--- config.mk ---
export PLATFORM = sky130hd
export DESIGN_NAME = form_field_percent_decoder_unit_flat
export DESIGN_NICKNAME = d
export VERILOG_FILES = /design/src/rtl/core/ffpd_pkg.sv /design/src/rtl/core/ffpd_if.sv /design/src/rtl/core/form_field_percent_decoder_unit.sv /design/src/rtl/core/ffpd_front.sv /design/src/rtl/core/ffpd_fifo.sv /design/src/rtl/core/ffpd_back.sv /design/src/flat_wrapper.sv
export SDC_FILE = /design/constraint.sdc
export NUM_CORES = 1
export LEC_CHECK = 0
export BUFFER_PORTS_ARGS = -buffer_cell sky130_fd_sc_hd__buf_2
export CORE_ASPECT_RATIO = 0.75
export CORE_UTILIZATION = 62
export DETAILED_ROUTE_END_ITERATION = 16
export GPL_TIMING_DRIVEN = 1
export PLACE_DENSITY_LB_ADDON = 0.25
export SETUP_SLACK_MARGIN = 0.2
export SYNTH_ARGS = -nofsm -noshare
export SYNTH_HDL_FRONTEND = slang
export SYNTH_SLANG_ARGS = --single-unit
--- constraint.sdc ---
create_clock -name clk_i -period 10.75 [get_ports clk_i]
set_input_delay 0.5375 -clock clk_i [delete_from_list [all_inputs] [get_ports clk_i]]
set_output_delay 0.5375 -clock clk_i [all_outputs]
set_load 0.05 [all_outputs]
--- src/rtl/core/ffpd_pkg.sv ---
package ffpd_pkg;

  // Character codes used by the form scanner
  localparam logic [7:0] CharPlus  = 8'h2B;
  localparam logic [7:0] CharPct   = 8'h25;
  localparam logic [7:0] CharAmp   = 8'h26;
  localparam logic [7:0] CharEq    = 8'h3D;
  localparam logic [7:0] CharSpace = 8'h20;
  localparam logic [7:0] CharMinus = 8'h2D;

  localparam int unsigned KeyBytes   = 8;
  localparam int unsigned KeyLenW    = 4;
  localparam int unsigned ResPerItem = 3;
  localparam int unsigned FifoDepth  = 4;
  localparam int unsigned FifoPtrW   = $clog2(FifoDepth);
  localparam int unsigned CfgIdxW    = 2;

  localparam logic [8*KeyBytes-1:0] SearchKeyRst = 64'h0000_0000_6469_7373;
  localparam logic [KeyLenW-1:0]    KeyLengthRst = 4'd4;
  localparam logic [7:0]            ValueLimitRst = 8'd32;

  typedef enum logic [CfgIdxW-1:0] {
    REG_SEARCH_KEY  = 2'd0,
    REG_KEY_LENGTH  = 2'd1,
    REG_VALUE_LIMIT = 2'd2
  } cfg_reg_e;

  typedef enum logic [5:0] {
    PH_MATCH = 6'b000001,
    PH_SKIP  = 6'b000010,
    PH_VALUE = 6'b000100,
    PH_ESC1  = 6'b001000,
    PH_ESC2  = 6'b010000,
    PH_DONE  = 6'b100000
  } phase_e;

  typedef struct packed {
    logic [8*KeyBytes-1:0] search_key;
    logic [KeyLenW-1:0]    key_length;
    logic [7:0]            value_limit;
  } cfg_t;

  typedef struct packed {
    logic [7:0] value_byte;
    logic       end_marker;
    logic       key_found;
  } result_t;

  // Results caused by one body byte, res[0] goes out first
  typedef struct packed {
    logic [1:0]               count;
    result_t [ResPerItem-1:0] res;
  } record_t;

endpackage

--- src/rtl/core/ffpd_if.sv ---
interface ffpd_in_if;
  logic       valid;
  logic       ready;
  logic [7:0] body_byte;
  logic       body_last;
  modport source (output valid, body_byte, body_last, input ready);
  modport sink   (input valid, body_byte, body_last, output ready);
endinterface

interface ffpd_out_if;
  logic       valid;
  logic       ready;
  logic [7:0] value_byte;
  logic       end_marker;
  logic       key_found;
  modport source (output valid, value_byte, end_marker, key_found, input ready);
  modport sink   (input valid, value_byte, end_marker, key_found, output ready);
endinterface

interface ffpd_cfg_if;
  logic        valid;
  logic        ready;
  logic [1:0]  index;
  logic [63:0] data;
  modport source (output valid, index, data, input ready);
  modport sink   (input valid, index, data, output ready);
endinterface

--- src/rtl/core/form_field_percent_decoder_unit.sv ---
// Form field extractor: scans a url-encoded form body one byte per item and
// streams out the percent-decoded value of the field whose name matches
// search_key (key_length bytes, first character in the low byte) and is
// followed by '='; names match only at body start or after '&'. Each body
// ends with exactly one end-marker item telling whether the key was found;
// a zero byte or body_last ends the body, and body_last also rearms the
// scanner. Rate: one body byte is accepted every cycle while the 4-record
// queue between the scanner and the output stage has room; the output
// stage sends one result per cycle while the receiver is ready, and a byte
// that ends a body inside an escape yields up to three results. An accepted
// byte's first result passes through the record queue and then the output
// register. Configuration writes are always accepted and take effect on the
// next byte; write only while the block is idle.
module form_field_percent_decoder_unit (
  input  logic       clk_i,
  input  logic       rst_ni,
  ffpd_in_if.sink    in_i,
  ffpd_cfg_if.sink   cfg_i,
  ffpd_out_if.source out_o
);

  ffpd_pkg::cfg_t    cfg_q;
  ffpd_pkg::record_t push_rec, head_rec;
  logic              push, full, pop, head_valid;

  // Configuration registers, always ready
  assign cfg_i.ready = 1'b1;

  always_ff @(posedge clk_i or negedge rst_ni) begin
    if (!rst_ni) begin
      cfg_q.search_key  <= ffpd_pkg::SearchKeyRst;
      cfg_q.key_length  <= ffpd_pkg::KeyLengthRst;
      cfg_q.value_limit <= ffpd_pkg::ValueLimitRst;
    end else if (cfg_i.valid) begin
      case (cfg_i.index)
        ffpd_pkg::REG_SEARCH_KEY:  cfg_q.search_key  <= cfg_i.data;
        ffpd_pkg::REG_KEY_LENGTH:  cfg_q.key_length  <= cfg_i.data[ffpd_pkg::KeyLenW-1:0];
        ffpd_pkg::REG_VALUE_LIMIT: cfg_q.value_limit <= cfg_i.data[7:0];
        default: ;
      endcase
    end
  end

  // Front: key match and decode, one record of results per byte that yields any
  ffpd_front u_front (
    .clk_i  (clk_i),
    .rst_ni (rst_ni),
    .in_i   (in_i),
    .cfg_i  (cfg_q),
    .full_i (full),
    .push_o (push),
    .rec_o  (push_rec)
  );

  ffpd_fifo u_fifo (
    .clk_i        (clk_i),
    .rst_ni       (rst_ni),
    .push_i       (push),
    .push_rec_i   (push_rec),
    .full_o       (full),
    .pop_i        (pop),
    .head_valid_o (head_valid),
    .head_rec_o   (head_rec)
  );

  // Back: serializes each record onto the output register
  ffpd_back u_back (
    .clk_i        (clk_i),
    .rst_ni       (rst_ni),
    .head_valid_i (head_valid),
    .head_rec_i   (head_rec),
    .pop_o        (pop),
    .out_o        (out_o)
  );

  // Records are only pushed into a queue with room
  a_no_push_full: assert property (@(posedge clk_i) disable iff (!rst_ni)
    push |-> !full) else $error("push into full queue");

  // Queued records always carry at least one result
  a_rec_nonempty: assert property (@(posedge clk_i) disable iff (!rst_ni)
    head_valid |-> head_rec.count != 2'd0) else $error("empty record queued");

  // End markers carry a zero byte; value bytes never flag found
  a_end_zero: assert property (@(posedge clk_i) disable iff (!rst_ni)
    out_o.valid && out_o.end_marker |-> out_o.value_byte == 8'd0)
    else $error("end marker with nonzero byte");

  a_found_on_end: assert property (@(posedge clk_i) disable iff (!rst_ni)
    out_o.valid && !out_o.end_marker |-> !out_o.key_found)
    else $error("key_found on value byte");

endmodule

--- src/rtl/core/ffpd_front.sv ---
module ffpd_front (
  input  logic                clk_i,
  input  logic                rst_ni,
  ffpd_in_if.sink             in_i,
  input  ffpd_pkg::cfg_t      cfg_i,
  input  logic                full_i,
  output logic                push_o,
  output ffpd_pkg::record_t   rec_o
);

  typedef struct packed {
    ffpd_pkg::phase_e                       ph;
    logic [7:0]                             ec;
    logic [1:0]                             n;
    ffpd_pkg::result_t [ffpd_pkg::ResPerItem-1:0] res;
  } step_t;

  function automatic logic [4:0] f_hex(logic [7:0] c);
    logic [4:0] r;
    r = 5'd0;
    if (c >= 8'h30 && c <= 8'h39) r = {1'b1, 4'(c - 8'h30)};
    else if (c >= 8'h61 && c <= 8'h66) r = {1'b1, 4'(c - 8'h57)};
    else if (c >= 8'h41 && c <= 8'h46) r = {1'b1, 4'(c - 8'h37)};
    return r;
  endfunction

  function automatic logic [7:0] f_decode(logic [7:0] a, logic [7:0] b);
    logic [4:0] va;
    logic [4:0] vb;
    logic [7:0] r;
    va = f_hex(a);
    vb = f_hex(b);
    if (a == ffpd_pkg::CharSpace || (a >= 8'd9 && a <= 8'd13)) begin
      r = vb[4] ? {4'd0, vb[3:0]} : 8'd0;
    end else if (a == ffpd_pkg::CharPlus || a == ffpd_pkg::CharMinus) begin
      if (!vb[4]) r = 8'd0;
      else if (a == ffpd_pkg::CharMinus) r = 8'd0 - {4'd0, vb[3:0]};
      else r = {4'd0, vb[3:0]};
    end else if (!va[4]) begin
      r = 8'd0;
    end else if (!vb[4]) begin
      r = {4'd0, va[3:0]};
    end else begin
      r = {va[3:0], vb[3:0]};
    end
    return r;
  endfunction

  function automatic step_t f_push(step_t s, logic [7:0] vb, logic em, logic kf);
    step_t r;
    r = s;
    r.res[r.n] = '{value_byte: vb, end_marker: em, key_found: kf};
    r.n = r.n + 2'd1;
    return r;
  endfunction

  function automatic step_t f_finish(step_t s, logic found);
    step_t r;
    r = f_push(s, 8'd0, 1'b1, found);
    r.ph = ffpd_pkg::PH_DONE;
    return r;
  endfunction

  function automatic step_t f_emit(step_t s, logic [7:0] c, logic [7:0] lim);
    step_t r;
    r = f_push(s, c, 1'b0, 1'b0);
    r.ec = r.ec + 8'd1;
    if (r.ec >= lim) r = f_finish(r, 1'b1);
    return r;
  endfunction

  function automatic step_t f_value_in(step_t s, logic [7:0] c, logic [7:0] lim);
    step_t r;
    r = s;
    if (s.ec >= lim || c == ffpd_pkg::CharAmp) r = f_finish(s, 1'b1);
    else if (c == ffpd_pkg::CharPlus) r = f_emit(s, ffpd_pkg::CharSpace, lim);
    else if (c == ffpd_pkg::CharPct) r.ph = ffpd_pkg::PH_ESC1;
    else r = f_emit(s, c, lim);
    return r;
  endfunction

  ffpd_pkg::phase_e ph_q, ph_d;
  logic [3:0]       kp_q, kp_d;
  logic [7:0]       ef_q, ef_d;
  logic [7:0]       ec_q, ec_d;
  logic             accept;

  assign in_i.ready = !full_i;
  assign accept     = in_i.valid && !full_i;

  always_comb begin
    step_t      s;
    logic [7:0] c;
    logic [7:0] lim;
    logic [3:0] klen;
    logic [7:0] k;
    c    = in_i.body_byte;
    lim  = cfg_i.value_limit;
    klen = (cfg_i.key_length > 4'(ffpd_pkg::KeyBytes)) ? 4'(ffpd_pkg::KeyBytes)
                                                        : cfg_i.key_length;
    k    = cfg_i.search_key[{kp_q[2:0], 3'b000} +: 8];
    s    = '0;
    s.ph = ph_q;
    s.ec = ec_q;
    kp_d = kp_q;
    ef_d = ef_q;
    if (c != 8'd0) begin
      case (ph_q)
        ffpd_pkg::PH_MATCH: begin
          if (kp_q < klen) begin
            if (c == k && c != ffpd_pkg::CharAmp) kp_d = kp_q + 4'd1;
            else if (c == ffpd_pkg::CharAmp) kp_d = 4'd0;
            else s.ph = ffpd_pkg::PH_SKIP;
          end else if (c == ffpd_pkg::CharEq) begin
            s.ph = ffpd_pkg::PH_VALUE;
            s.ec = 8'd0;
            if (lim == 8'd0) s = f_finish(s, 1'b1);
          end else if (c == ffpd_pkg::CharAmp) begin
            kp_d = 4'd0;
          end else begin
            s.ph = ffpd_pkg::PH_SKIP;
          end
        end
        ffpd_pkg::PH_SKIP: begin
          if (c == ffpd_pkg::CharAmp) begin
            s.ph = ffpd_pkg::PH_MATCH;
            kp_d = 4'd0;
          end
        end
        ffpd_pkg::PH_VALUE: s = f_value_in(s, c, lim);
        ffpd_pkg::PH_ESC1: begin
          ef_d = c;
          s.ph = ffpd_pkg::PH_ESC2;
        end
        ffpd_pkg::PH_ESC2: begin
          s.ph = ffpd_pkg::PH_VALUE;
          s = f_emit(s, f_decode(ef_q, c), lim);
        end
        default: ;
      endcase
    end
    // body end: zero byte or last flag
    if (c == 8'd0 || in_i.body_last) begin
      case (s.ph)
        ffpd_pkg::PH_MATCH, ffpd_pkg::PH_SKIP: s = f_finish(s, 1'b0);
        ffpd_pkg::PH_VALUE: s = f_finish(s, 1'b1);
        ffpd_pkg::PH_ESC1: begin
          s.ph = ffpd_pkg::PH_VALUE;
          s = f_emit(s, ffpd_pkg::CharPct, lim);
          if (s.ph != ffpd_pkg::PH_DONE) s = f_finish(s, 1'b1);
        end
        ffpd_pkg::PH_ESC2: begin
          // dangling '%' plus one byte: '%' goes out as a plain value byte, the held byte is scanned as value data
          s.ph = ffpd_pkg::PH_VALUE;
          s = f_emit(s, ffpd_pkg::CharPct, lim);
          if (s.ph == ffpd_pkg::PH_VALUE) s = f_value_in(s, ef_d, lim);
          if (s.ph == ffpd_pkg::PH_ESC1) s = f_emit(s, ffpd_pkg::CharPct, lim);
          if (s.ph != ffpd_pkg::PH_DONE) s = f_finish(s, 1'b1);
        end
        default: ;
      endcase
    end
    ph_d = s.ph;
    ec_d = s.ec;
    if (in_i.body_last) begin
      ph_d = ffpd_pkg::PH_MATCH;
      kp_d = 4'd0;
      ef_d = 8'd0;
      ec_d = 8'd0;
    end
    rec_o.count = s.n;
    rec_o.res   = s.res;
  end

  assign push_o = accept && (rec_o.count != 2'd0);

  always_ff @(posedge clk_i or negedge rst_ni) begin
    if (!rst_ni) begin
      ph_q <= ffpd_pkg::PH_MATCH;
      kp_q <= 4'd0;
      ef_q <= 8'd0;
      ec_q <= 8'd0;
    end else if (accept) begin
      ph_q <= ph_d;
      kp_q <= kp_d;
      ef_q <= ef_d;
      ec_q <= ec_d;
    end
  end

endmodule

--- src/rtl/core/ffpd_fifo.sv ---
module ffpd_fifo (
  input  logic              clk_i,
  input  logic              rst_ni,
  input  logic              push_i,
  input  ffpd_pkg::record_t push_rec_i,
  output logic              full_o,
  input  logic              pop_i,
  output logic              head_valid_o,
  output ffpd_pkg::record_t head_rec_o
);

  ffpd_pkg::record_t                 mem_q [ffpd_pkg::FifoDepth];
  logic [ffpd_pkg::FifoPtrW-1:0]     wr_q, rd_q;
  logic [ffpd_pkg::FifoPtrW:0]       cnt_q, cnt_d;

  assign full_o       = (cnt_q == (ffpd_pkg::FifoPtrW + 1)'(ffpd_pkg::FifoDepth));
  assign head_valid_o = (cnt_q != '0);
  assign head_rec_o   = mem_q[rd_q];

  always_comb begin
    cnt_d = cnt_q;
    if (push_i && !(pop_i && head_valid_o)) cnt_d = cnt_q + 1'b1;
    else if (!push_i && pop_i && head_valid_o) cnt_d = cnt_q - 1'b1;
  end

  always_ff @(posedge clk_i) begin
    if (push_i) mem_q[wr_q] <= push_rec_i;
  end

  always_ff @(posedge clk_i or negedge rst_ni) begin
    if (!rst_ni) begin
      wr_q  <= '0;
      rd_q  <= '0;
      cnt_q <= '0;
    end else begin
      if (push_i) wr_q <= wr_q + 1'b1;
      if (pop_i && head_valid_o) rd_q <= rd_q + 1'b1;
      cnt_q <= cnt_d;
    end
  end

endmodule

--- src/rtl/core/ffpd_back.sv ---
module ffpd_back (
  input  logic              clk_i,
  input  logic              rst_ni,
  input  logic              head_valid_i,
  input  ffpd_pkg::record_t head_rec_i,
  output logic              pop_o,
  ffpd_out_if.source        out_o
);

  logic              out_valid_q, out_valid_d;
  ffpd_pkg::result_t out_res_q, out_res_d;
  logic [1:0]        idx_q, idx_d;
  logic              load, take, last_res;

  assign load     = !out_valid_q || out_o.ready;
  assign take     = load && head_valid_i;
  assign last_res = (idx_q == head_rec_i.count - 2'd1);
  assign pop_o    = take && last_res;

  always_comb begin
    out_valid_d = out_valid_q;
    out_res_d   = out_res_q;
    idx_d       = idx_q;
    if (take) begin
      out_valid_d = 1'b1;
      out_res_d   = head_rec_i.res[idx_q];
      idx_d       = last_res ? 2'd0 : idx_q + 2'd1;
    end else if (load) begin
      out_valid_d = 1'b0;
    end
  end

  always_ff @(posedge clk_i or negedge rst_ni) begin
    if (!rst_ni) begin
      out_valid_q <= 1'b0;
      idx_q       <= 2'd0;
    end else begin
      out_valid_q <= out_valid_d;
      idx_q       <= idx_d;
    end
  end

  always_ff @(posedge clk_i) begin
    out_res_q <= out_res_d;
  end

  assign out_o.valid      = out_valid_q;
  assign out_o.value_byte = out_res_q.value_byte;
  assign out_o.end_marker = out_res_q.end_marker;
  assign out_o.key_found  = out_res_q.key_found;

endmodule

--- src/flat_wrapper.sv ---
// flat-port wrapper written by rule: the top's interface ports become plain ports
module form_field_percent_decoder_unit_flat 
  (clk_i, rst_ni, in_i_valid, in_i_body_byte, in_i_body_last, in_i_ready, cfg_i_valid, cfg_i_index, cfg_i_data, cfg_i_ready, out_o_valid, out_o_value_byte, out_o_end_marker, out_o_key_found, out_o_ready);
  ffpd_in_if in_i_i ();
  ffpd_cfg_if cfg_i_i ();
  ffpd_out_if out_o_i ();
  input  logic clk_i;
  input  logic rst_ni;
  input wire logic [$bits(in_i_i.valid)-1:0] in_i_valid;
  input wire logic [$bits(in_i_i.body_byte)-1:0] in_i_body_byte;
  input wire logic [$bits(in_i_i.body_last)-1:0] in_i_body_last;
  output wire logic [$bits(in_i_i.ready)-1:0] in_i_ready;
  input wire logic [$bits(cfg_i_i.valid)-1:0] cfg_i_valid;
  input wire logic [$bits(cfg_i_i.index)-1:0] cfg_i_index;
  input wire logic [$bits(cfg_i_i.data)-1:0] cfg_i_data;
  output wire logic [$bits(cfg_i_i.ready)-1:0] cfg_i_ready;
  output wire logic [$bits(out_o_i.valid)-1:0] out_o_valid;
  output wire logic [$bits(out_o_i.value_byte)-1:0] out_o_value_byte;
  output wire logic [$bits(out_o_i.end_marker)-1:0] out_o_end_marker;
  output wire logic [$bits(out_o_i.key_found)-1:0] out_o_key_found;
  input wire logic [$bits(out_o_i.ready)-1:0] out_o_ready;
  assign in_i_i.valid = in_i_valid;
  assign in_i_i.body_byte = in_i_body_byte;
  assign in_i_i.body_last = in_i_body_last;
  assign in_i_ready = in_i_i.ready;
  assign cfg_i_i.valid = cfg_i_valid;
  assign cfg_i_i.index = cfg_i_index;
  assign cfg_i_i.data = cfg_i_data;
  assign cfg_i_ready = cfg_i_i.ready;
  assign out_o_valid = out_o_i.valid;
  assign out_o_value_byte = out_o_i.value_byte;
  assign out_o_end_marker = out_o_i.end_marker;
  assign out_o_key_found = out_o_i.key_found;
  assign out_o_i.ready = out_o_ready;
  form_field_percent_decoder_unit u_core (.clk_i(clk_i), .rst_ni(rst_ni), .in_i(in_i_i), .cfg_i(cfg_i_i), .out_o(out_o_i));
endmodule
==> summary.md, run 1 <==
After detailed routing, the average wire length per cell comes to 22.8 µm. The logs give 0 for the number of antenna violations at the first check in global routing and 33.0% for the worst slew margin relative to its limit. Synthesis produced 1455 cells. Number of flops mapped to enable cells by yosys: 138. The total clock sinks came out at 250. The most used flip-flop cell after synthesis is sky130_fd_sc_hd__edfxtp_1. On the worst path, the slowest cell contributes a delay of 540 ps.

Across the VDD grid, the largest voltage drop is 289 µV. After detailed routing, the total wire length is 43300 µm. Summed over all nets, the half-perimeter wirelength after detailed placement is 31500 µm. Setup violations remaining at the end of the flow were counted as 0. The max-slew violation count is 0. The first global-routing pass estimated 67500 µm of wire. The number of H-tree branching levels is 1.

The tools report the DRC violations left as 0. The first detailed-routing pass took 6 iterations. The number of cells on the worst reg-to-reg path is 44.

In this run the core area contains 49 standard-cell rows. Largest net degree at the start of global routing: 65. The tools report the critical path launch point type as a register. The finished layout holds 1895 standard cells, fillers aside.

The die is 185 µm wide. The die covers 25900 µm². The initial utilization of the core area, before any placement, comes to 64.3%.

The slew at the pin closest to its max-slew limit came out at 992 ps. Overall via count from detail_route: 12600. Power spread over the standard cell area amounts to 209 nW/µm². The tree is rooted in a sky130_fd_sc_hd__clkbuf_16. Post-synthesis cell type with the largest combined area: sky130_fd_sc_hd__edfxtp_1. Buffers inserted to repair hold after CTS numbered 0. The number of clock buffers added by TritonCTS is 25. The per-cell via count in the routed design was 6.66; the share of the synthesized area in the top cell type was 26.5%. Critical path startpoint: u_core.cfg_q[5]. Leaving out fill and tap cells, the most frequent cell in the layout is sky130_fd_sc_hd__edfxtp_1.

The sequential-to-total area share from yosys stat was 44.5%; the largest fanout on the critical path was 7. The iteration-0 DRC count of the detailed router is 1460, and the weighted congestion at the end of routability-driven global placement is 0.992. Critical register-to-register path startpoint: u_core.cfg_q[5]. The worst hold path class is input pin to asynchronous set/reset pin. The endpoint identified for the worst register-to-register timing path is u_core.u_fifo.cnt_q[2]. The total routing usage reported by global routing was 33.8%; the maximum clock path buffer count was 3. The tools report the post-route clock skew as 21.3 ps. After synthesis, the mean cell area works out to 10.8 µm². The flow ran to the end, and the final reports show no timing, DRC or antenna violations. The cell with the biggest individual delay on the critical path is sky130_fd_sc_hd__dfstp_2. TritonCTS built the clock tree.

Measured along the y axis, the die boundary spans 140 µm. The number of placed instances, taps included, is 1845. Share of final-layout standard cells stronger than drive strength 1: 22.8%. The number of unique standard cell types used by synthesis is 89. The cell that appears most often on the critical path is sky130_fd_sc_hd__ha_1.

The top cell types in the final layout, fill and taps aside, are 138 x sky130_fd_sc_hd__edfxtp_1, 116 x sky130_fd_sc_hd__nand2_1, 94 x sky130_fd_sc_hd__mux2_2. Subtracting the final worst setup slack from the clock period gives 9980 ps. Across all register-to-register paths, the minimum setup slack is 770 ps. The fraction of the cycle the final worst path needs works out to 92.8%.

The category of the critical setup timing path is register to register. When the netlist entered floorplanning its net count stood at 1614. The post-synthesis register bit count was 250. The final number of hold-violating endpoints came out at 0. Number of diodes: 0. The number of nets with antenna violations after routing is 0, and the count of input and output buffers is 91. The number of max-cap violations is 0.

The logs give 12200 for the number of global-route vias before repair and 0.00677 µW for the static leakage. Data on the critical path arrives at its endpoint at 10440 ps. The region available for standard cell placement spans 24300 µm². Counting flops with an async set or reset pin after synthesis yields a share of 44.8%.

Clock-pin slew was measured on the worst setup and hold paths at 60 ps. Sorting the synthesized cells by area gives the leading types as sky130_fd_sc_hd__edfxtp_1 26%, sky130_fd_sc_hd__dfrtp_1 15%, sky130_fd_sc_hd__mux2_2 6.8%. The combined area of all synthesized cells came out at 15700 µm². The tools report the maximum clock frequency as 100 MHz. The area of combinational cells with multiple inputs came out at 8240 µm². Summing all flip-flop and latch instances after layout gives 6970 µm². Relative to the synthesized area, the layout overhead comes to 11.5%. STA classifies the critical path endpoint as a register. In the final design database the tool counted 1704 nets. In the final timing run, aggregate negative setup slack is 0 ps. Global routing finished with a remaining overflow of 0. 93 I/O pins were placed. At the later pin of the worst-skew pair, clock insertion delay measures 540 ps. Setup repair after global routing left no endpoint under its margin. For this run, the number of Yosys warnings is 0. Data on the critical path is required at its endpoint by 11220 ps. The number of filler instances in the final layout came out at 1755.
## cells by family after synthesis
family / Yosys count / synth area share (%)
other: 1 / 0.0240
XOR/XNOR: 45 / 2.73
AO/OA/AOI/OAI: 362 / 15.2
flip-flops: 250 / 44.5
buffers and inverters: 132 / 3.48
AND/OR/NAND/NOR: 417 / 13.5
multiplexers: 169 / 14.2
adder cells (fa/ha/maj): 79 / 6.36
## worst max-delay path: cells and delay by family, from the launching register on
kind / cells / cell delay, ps
muxes: 1 / 160
AOI/OAI and AO/OA: 16 / 3470
and+or+nand+nor: 12 / 2300
buffers and inverters: 4 / 640
xor gates and xnor gates: 4 / 680
adders and majority gates: 7 / 2090
DFF: 1 / 540
## stage by stage
step / worst slack (ps) / power, µW / utilization [%] / cell area, µm² / hold slack, ps
floorplan: 872 / 2380 / - / 15700 / 242
global placement: 727 / 2740 / 68.0 / 16600 / 482
detailed placement: 376 / 2800 / 68.0 / 16600 / 491
CTS: 381 / 3620 / 71.2 / 17300 / 24.2
global route: 188 / 3840 / 71.7 / 17500 / 49.3
finish: 774 / 3650 / 71.7 / 17500 / 9.17
## synth_stat cells, drive strengths merged, types with 19 or more instances
cell / count
inv: 61
dfstp: 20
nand3: 38
mux2: 95
mux4: 32
dfrtp: 92
nand2: 116
o22ai: 30
mux2i: 42
o21ai: 84
xnor2: 34
edfxtp: 138
a211oi: 19
clkbuf: 53
nor3: 28
nand2b: 19
ha: 78
a21oi: 84
nor2: 91
## per-layer routing
| metal | global-route usage (%) | vias up | share of wire, % | wire length [µm] |
|---|---|---|---|---|
| li1 | - | 5710 | - | - |
| met1 | 48.7 | 6093 | 42 | 18300 |
| met2 | 51.0 | 727 | 44 | 19100 |
| met3 | 8.79 | 97 | 11 | 4920 |
| met4 | 7.96 | 0 | 2.3 | 999 |
| met5 | 0 | - | 0 | 0 |
## state kept, by name, indices dropped and copies added (netlist names)
name / cells
u_core.u_fifo.mem_q: 128
u_core.u_fifo.wr_q: 2
u_core.u_back.out_o.value_byte: 8
u_core.u_fifo.rd_q: 2
u_core.u_front.ph_q: 6
u_core.u_fifo.cnt_q: 3
u_core.u_front.kp_q: 4
u_core.cfg_q: 76
u_core.u_back.out_o.valid: 1
u_core.u_back.out_o.key_found: 1
u_core.u_front.ef_q: 8
u_core.u_back.out_o.end_marker: 1
u_core.u_back.idx_q: 2
u_core.u_front.ec_q: 8
## report_power, final
group / leakage, µW / internal [µW] / switching (µW) / total (µW)
Sequential: 0.00266 / 1240 / 103 / 1340
Clock: 0.000373 / 448 / 374 / 822
Combinational: 0.00374 / 580 / 911 / 1490
Total: 0.00677 / 2260 / 1390 / 3650
## worst max path at each step
stage | endpoint | slack [ps] | depth (start not counted)
3_3_place_gp | u_core.u_fifo.cnt_q[2] | 730 | 42
4_1_cts | u_core.u_fifo.cnt_q[2] | 380 | 45
5_1_grt | u_core.u_fifo.cnt_q[2] | 190 | 45
6_report | u_core.u_fifo.cnt_q[2] | 770 | 44
2_1_floorplan | u_core.u_fifo.mem_q[0][0] | 870 | 41
3_5_place_dp | u_core.u_fifo.cnt_q[2] | 380 | 45
## final cells by class
class | count | share of cell area, %
inverters | 61 | 1.31
well taps | 331 | 2.37
flip-flops and latches | 250 | 40.0
clock inverters | 14 | 0.545
repair buffers | 134 | 4.76
multi-input cells | 1073 | 47.2
clock buffers | 32 | 3.85
## repair_timing
item / 4_1_cts / 5_1_grt
resized for setup: 0 / 19
endpoints found under the hold margin: 0 / 0
buffers inserted: 0 / 4
setup endpoints to repair: 0 / 169
Power figures use the tool's default switching activity.
==> run 2, diff against run 1 <==
CORE_ASPECT_RATIO = 1.1   (was 0.75)
CORE_UTILIZATION = 50   (was 62)
==> run 2 against run 1 <==
  * The run now ends with hold timing left
  * Cell count up 4.1%
  * Setup slack better by 74 ps
  * Core utilization down 14 points
  * Die area up 24%
  * Global-route usage down 7.5 points
  * Largest cell class unchanged
  * Largest power group unchanged
==> summary.md, run 2 (synthesis gave the netlist of run 1 again) <==
The number of nets with antenna violations after routing is 0, and the later-pin clock latency in the skew report is 560 ps. The checks that failed: hold timing. For this block, the via count after detailed routing is 12200. Cell internal power was estimated by the tool at 2340 µW. The floorplan has 67 rows. Clock-pin slew was measured on the worst setup and hold paths at 60 ps.

The repair_antennas step left the layout with diodes totalling 0. The detailed-routing iteration count for the pre-antenna-repair pass is 5. In the final routed layout, each cell accounts on average for 20.9 µm. Setup violations remaining at the end of the flow were counted as 0.

The category of the critical setup timing path is register to register. For the pin with the worst max-slew slack, the measured transition is 871 ps. The final critical path time including I/O delays and setup is 9900 ps.

The worst hold path class is input pin to asynchronous set/reset pin. Leaving out fill and tap cells, the most frequent cells in the layout are 138 x sky130_fd_sc_hd__edfxtp_1, 116 x sky130_fd_sc_hd__nand2_1, 94 x sky130_fd_sc_hd__mux2_2. For the number of antenna violations at the first check in global routing, the log shows 0.

The number of cells on the worst reg-to-reg path was 43. The run gives 0 as the remaining global-route overflow. For the final-stage net count, the log shows 1699. Most prevalent standard cell on the critical path: sky130_fd_sc_hd__ha_1.

At the end of routability-driven placement, the weighted congestion stood at 0.942. The logs give 35.5% for the portion of total power attributed to sequential cells and 3710 µW for the post-route total power. The power density over the cells was 211 nW/µm²; the final total negative setup slack was 0 ps. In this run the power spent charging and discharging nets is 1370 µW. Port buffering added 91 buffers. In this run the worst path has a maximum fanout of 10. Register with the highest flop count: u_core.u_fifo.mem_q. Combinational cells account for 39.5% of the total power.

The number of filler instances in the final layout was 2585; the number of hold-repair buffers added at the cts stage was 0. The worst slew margin relative to its limit was 41.4%; the number of global-route vias before repair was 12100. Relative to the synthesized area, the layout overhead comes to 12.3%. Setup repair after global routing left no endpoint under its margin. 93 I/O pins were placed. The tools report the total routing usage reported by global routing as 26.3%.

The tools report the critical path launch point type as a register. The tools report the first-pass GRT wire length as 66000 µm. The switching power as a share of total power came out at 37.0%. The largest registers in the layout are u_core.u_fifo.mem_q x128, u_core.cfg_q x76. Placed wire-length estimate: 30300 µm. For this run, the slowest stage of the critical path takes 540 ps. For the placeable core region, the log shows 30600 µm². Counting along the longest clock path gives a buffer depth of 3.

The die covers 32000 µm². The largest net degree at the start of global routing came out at 67. The total clock sinks was 250. Data arrives at the worst endpoint at 10360 ps.

For the final number of hold-violating endpoints, the log shows 3. The run gives 0.00679 µW as the static leakage. The worst setup path is captured at a register. For this run, design rule violations remaining after detail routing come to 0. The cell with the biggest individual delay on the critical path is sky130_fd_sc_hd__dfstp_2. The flip-flop count of the largest register, all copies and words added came out at 128. TritonCTS built the clock tree. Of the total power, the clock network draws 24.9%. The logs give 1042 for the iteration-0 DRC count of the detailed router and 1 for the number of H-tree branching levels.

Clock tree root driver cell: sky130_fd_sc_hd__clkbuf_16. Across the VDD grid, the largest voltage drop is 150 µV. The post-route clock skew was 32.6 ps; the setup slack after layout was 848 ps.

The floorplan step set the die height to 188 µm. The initial core utilization came out at 51.1%. The tool flagged a number of max-cap violations equal to 0.

Of the cells placed in the final design, the portion with a size suffix greater than 1 is 22.8%. Clock tree synthesis inserted a total of 26 buffers. The per-cell via count in the routed design works out to 6.17. The flow ran to the end, but the final reports show violations. For the data required time of the critical path, the log shows 11210 ps. The maximum clock frequency is 101 MHz. Before CTS, the worst setup slack after placement is 254 ps.

The routed design has 41300 µm of wire. The worst hold margin is -3.08 ps, and the horizontal extent of the die is 171 µm. The run gives 0 as the max-slew violation count. Leaving out fill and tap cells, the most frequent cell in the layout is sky130_fd_sc_hd__edfxtp_1. Of the available clock period, the critical path in the final layout requires 92.1%.
[run 2: worst max-delay path, delay by kind of cell, from the launching register on]
family	cells	cell delay (ps)
adders and majority gates	7	2140
DFF	1	540
muxes	1	160
AOI/OAI and AO/OA	15	3490
buffers and inverters	4	620
xor gates and xnor gates	4	690
and+or+nand+nor	12	2120
[run 2: layout make-up]
class	instances	area, µm²	area share, %
Inverter	61	229	1.30
Clock buffer	32	683	3.89
Multi-Input combinational cell	1073	8250	46.9
Clock inverter	15	184	1.05
Sequential cell	250	6970	39.7
Tap cell	414	518	2.95
Timing Repair Buffer	128	736	4.19
[run 2: worst paths after layout]
kind / start / endpoint / slack (ps)
max: u_core.cfg_q[5] / u_core.u_fifo.cnt_q[2] / 850
min: rst_ni / u_core.cfg_q[19] / -3
max reg2reg: u_core.cfg_q[5] / u_core.u_fifo.cnt_q[2] / 850
min reg2reg: u_core.cfg_q[48] / u_core.cfg_q[48] / 500
max in group asynchronous: rst_ni / u_core.u_front.ef_q[2] / 9410
min in group clk_i: out_o_ready / u_core.u_back.out_o.valid / 200
[run 2: routing by layer]
layer	vias up	routed length (µm)	track usage, %
met1	6008	17900	35.5
met2	376	19900	43.1
met3	115	1990	3.27
li1	5675	-	-
met5	-	0	0
met4	0	1500	9.94
[run 2: repair_timing]
item                                    4_1_cts  5_1_grt
endpoints found under the setup margin        0      185
gates resized for setup                       0       19
buffers inserted                              0        0
[run 2: power by group through the flow]
| stage | Clock, µW | Combinational [µW] | Sequential [µW] |
|---|---|---|---|
| after floorplan | 0 | 995 | 1380 |
| after detailed placement | 0 | 1440 | 1340 |
| after global placement | 0 | 1410 | 1330 |
| after global routing | 976 | 1600 | 1340 |
| final | 926 | 1470 | 1320 |
| after CTS | 942 | 1440 | 1320 |
[run 2: stage by stage]
stage | cells | area (µm²) | util (%) | hold WS, ps
2_1_floorplan | 1455 | 15700 | - | 242
3_3_place_gp | 1926 | 16600 | 54.3 | 484
3_5_place_dp | 1926 | 16600 | 54.3 | 488
4_1_cts | 1973 | 17500 | 57.1 | 3.42
5_1_grt | 1973 | 17600 | 57.4 | 54.6
6_report | 1973 | 17600 | 57.4 | -3.08
